File: src/hw/rtl/mlpt_adder.sv
`timescale 1ns / 1ps
`default_nettype none
module mlpt_adder (
  input  wire logic [31:0] a,
  input  wire logic [31:0] b,
  input  wire logic [32:0] limit,
  output logic      [32:0] sum,
  output logic             fits
);

  // shared adder: slot address or allocator bump, plus fit compare
  assign sum  = {1'b0, a} + {1'b0, b};
  assign fits = (sum <= limit);

endmodule
`default_nettype wire

File: config.mk
export PLATFORM = sky130hd
export DESIGN_NAME = mlpt_adder
export DESIGN_NICKNAME = d
export VERILOG_FILES = /design/src/hw/rtl/mlpt_adder.sv
export SDC_FILE = /design/constraint.sdc
export NUM_CORES = 1
export LEC_CHECK = 0
export BUFFER_PORTS_ARGS = -buffer_cell sky130_fd_sc_hd__buf_4
export CAP_MARGIN = 0
export CORE_ASPECT_RATIO = 1.1
export CORE_MARGIN = 4
export CORE_UTILIZATION = 44
export DETAILED_ROUTE_END_ITERATION = 16
export PLACE_DENSITY = 0.93
export REMOVE_ABC_BUFFERS = 1
export SLEW_MARGIN = 5
export SYNTH_ARGS = -nofsm -noshare
export SYNTH_HDL_FRONTEND = slang
export SYNTH_SLANG_ARGS = --single-unit
export TNS_END_PERCENT = 20
File: constraint.sdc
create_clock -name vclk -period 3.4
set_clock_uncertainty 0.05 [all_clocks]
set_input_delay 0.17 -clock vclk [all_inputs]
set_output_delay 0.17 -clock vclk [all_outputs]
set_load 0.005 [all_outputs]
==> summary.txt <==
Cells and area
  • Synth-to-Final Area Change: 77.5%
  • Antenna diode count: 0
  • Sequential cell area: 0 um^2
  • FFs & Latches: 0
  • Fillers: between 300 and 400
  • Fin nets: roughly 730
  • Share of cells above drive strength 1: roughly half
  • # clk buffers: 0
  • Footprint of the multi-input gates: ~2700 um^2

Floorplanning
  • Initial core utilization: between 40% and 50%
  • Die Footprint: between 7000 and 8000 um^2
  • Die width: approximately 81 um
  • Die height: ~90 um
  • Core area: 5730 um^2
  • IO Count: about 130
  • Rows: 29

Synthesis
  • Largest cells by area after synthesis: ha_1 (31%), a21o_1 (8.4%), a21oi_1 (6.9%), inv_1 (6.1%), xnor2_1 (5.7%)
  • Sequential fraction of the synthesis area: 0%
  • Cell accounting for the most synthesized area: ha_1
  • Synthesized area per cell: 7.32 um^2
  • Mapped cell area: around 2600 um^2
  • Post-synth top area share: 31.4%
  • Post-synth top cells: ha_1 (65), inv_1 (42), a21oi_1 (36), a21o_1 (29), nand2_1 (23)
  • Count of cell types in the netlist: 51
  • Post-Syn Instances: 354
  • Count leader, synth: ha_1
  • Yosys warnings: 0

Critical path
  • Worst setup SP type: primary input
  • Most used cell, CP: buf_4
  • CP cell instances: buf_4, buf_4, ha_4, a21o_1, nand4_1, a21oi_2, o31ai_4, o211ai_2, a221o_1, o31ai_1, a41oi_1, ha_1, a21o_1, a21oi_1, o21ai_1, a21oi_1, a41o_1, buf_4
  • Delay-heaviest family, CP: compound AO/OA/AOI/OAI gates
  • CP required: ~3.2 ns
  • WP buf/inv: 3
  • Slowest stage cell, crit path: a221o_1
  • Critical path class: primary input to output pin
  • Worst stage delay on the critical path: 0.41 ns
  • Crit path capture type: output pin
  • CP arrival: between 3 and 4 ns
  • Crit-path max FO: 3

Status
  • Failing checks: setup timing
  • Status: complete, but fails checks

Run
  • Max cap viols: 0

Power
  • Sw power: 0.533 mW
  • Lkg Pwr: approximately 2.5 nW
  • Worst VDD drop: about 0.16 mV
  • Pwr Density: about 260 nW/um^2
  • Sequential share of power: 0%
  • Clock Power Share: 0%
  • P_int: between 0.6 and 0.7 mW
  • Gate power share: 100.0%
  • Fraction of power spent switching nets: 45.3%

Placement
  • Gpl congestion: about 1.1
  • PortBufs: 131
  • Hpwl dp: roughly 8.4 mm
  • Post-place setup slack: -0.433 ns

Timing
  • Minimum clock period: 3.71 ns
  • Final Cycle Share: 109%
  • Slew HR: ~73%
  • Setup violators final: 1
  • Final hold slack: just under 0.6 ns
  • Peak Freq: about 270 MHz
  • RSZ-0062 raised after global routing: true
  • Setup ws final: -0.310 ns
  • Max-slew violation count: 0
  • Final Hold Fails: 0
  • Actual slew at the worst max-slew pin: between 0.3 and 0.4 ns

GRT
  • Initial antenna violation count: 0
  • Largest net degree at the start of global routing: 9
  • GRT Util Overall: around 26%
  • First-pass GRT wire length: approximately 15 mm
  • Number of global-route vias before repair: around 3.7k
  • Global route overflow: 0

Drt
  • DRT iter0 DRCs: around 110
  • DRT Pass-1 Iters: 4
  • Avg WL per Cell: approximately 16 um
  • Via count: between 3k and 4k
  • Via density: 5.62
  • Routed WL: 10.5 mm
  • Drt drc: 0
  • Antenna Violating Nets Remaining: 0

Clocking
  • Hold_buf cts: 0

Worst hold path
  • Hold WC Path Type: primary input to output pin
## final timing paths
check             from     end  slack (ns)  depth (start not counted)
setup / recovery  a[1]    fits       -0.31                         18
hold / removal    a[0]  sum[0]        0.58                          3
## power by group through the flow
stage,Clock [mW],Sequential (mW),Combinational (mW)
floorplan,0,0,0.496
global placement,0,0,0.968
detailed placement,0,0,1.01
CTS,0,0,1.06
global route,0,0,1.27
finish,0,0,1.18
## routing by layer
| layer | global-route usage, % | wire (um) | vias up |
|---|---|---|---|
| li1 | - | - | 1722 |
| met1 | 25.7 | 3650 | 1680 |
| met2 | 53.4 | 5720 | 172 |
| met3 | 2.85 | 732 | 43 |
| met4 | 8.60 | 433 | 0 |
| met5 | 0 | 0 | - |
## final cells by class
type / count / area share (%)
inverters: 42 / 3.43
multi-input cells: 304 / 58.2
well taps: 77 / 2.09
repair buffers: 221 / 36.3
## kinds of logic after synthesis
| family | Yosys count | synth area share (%) |
|---|---|---|
| AND/OR/NAND/NOR | 89 | 17.2 |
| buffers and inverters | 50 | 8.01 |
| XOR/XNOR | 28 | 9.46 |
| AO/OA/AOI/OAI | 121 | 33.2 |
| adder cells (fa/ha/maj) | 66 | 32.1 |
## tightest hold or removal path, stage by stage
cell	delay, ns
buf_6	0.08
ha_4	0.12
buf_4	0.10
## per-stage QoR
step / setup TNS, ns / cells / power [mW] / utilization (%) / cell area [um^2]
finish: -0.310 / 644 / 1.18 / 80.3 / 4600
global placement: -0.311 / 626 / 0.968 / 72.6 / 4160
global route: -0.406 / 644 / 1.27 / 80.3 / 4600
floorplan: 0 / 346 / 0.496 / - / 2540
detailed placement: -0.433 / 626 / 1.01 / 72.6 / 4160
CTS: -0.214 / 634 / 1.06 / 75.4 / 4320
## layout by cell type, fill, tap and decap left out, types with 3 or more instances in the layout
cell type / instances
o211ai_1: 3
a21oi_2: 7
inv_1: 41
o21a_1: 3
nor2_1: 19
a21o_1: 29
nand2_1: 23
buf_4: 218
and2_4: 3
ha_1: 56
o21ai_0: 10
nor2b_1: 3
and3_1: 5
nand3_1: 7
a21oi_4: 4
nand4_1: 14
xor2_1: 9
o21ai_1: 6
ha_4: 7
xnor2_1: 15
a21oi_1: 29
buf_6: 3
## what timing repair did
item                                    CTS  global route
setup buffers                             8            10
pin swaps                                22            32
gates resized for setup                  20            38
endpoints found under the setup margin    1             1
Power figures use the tool's default switching activity.
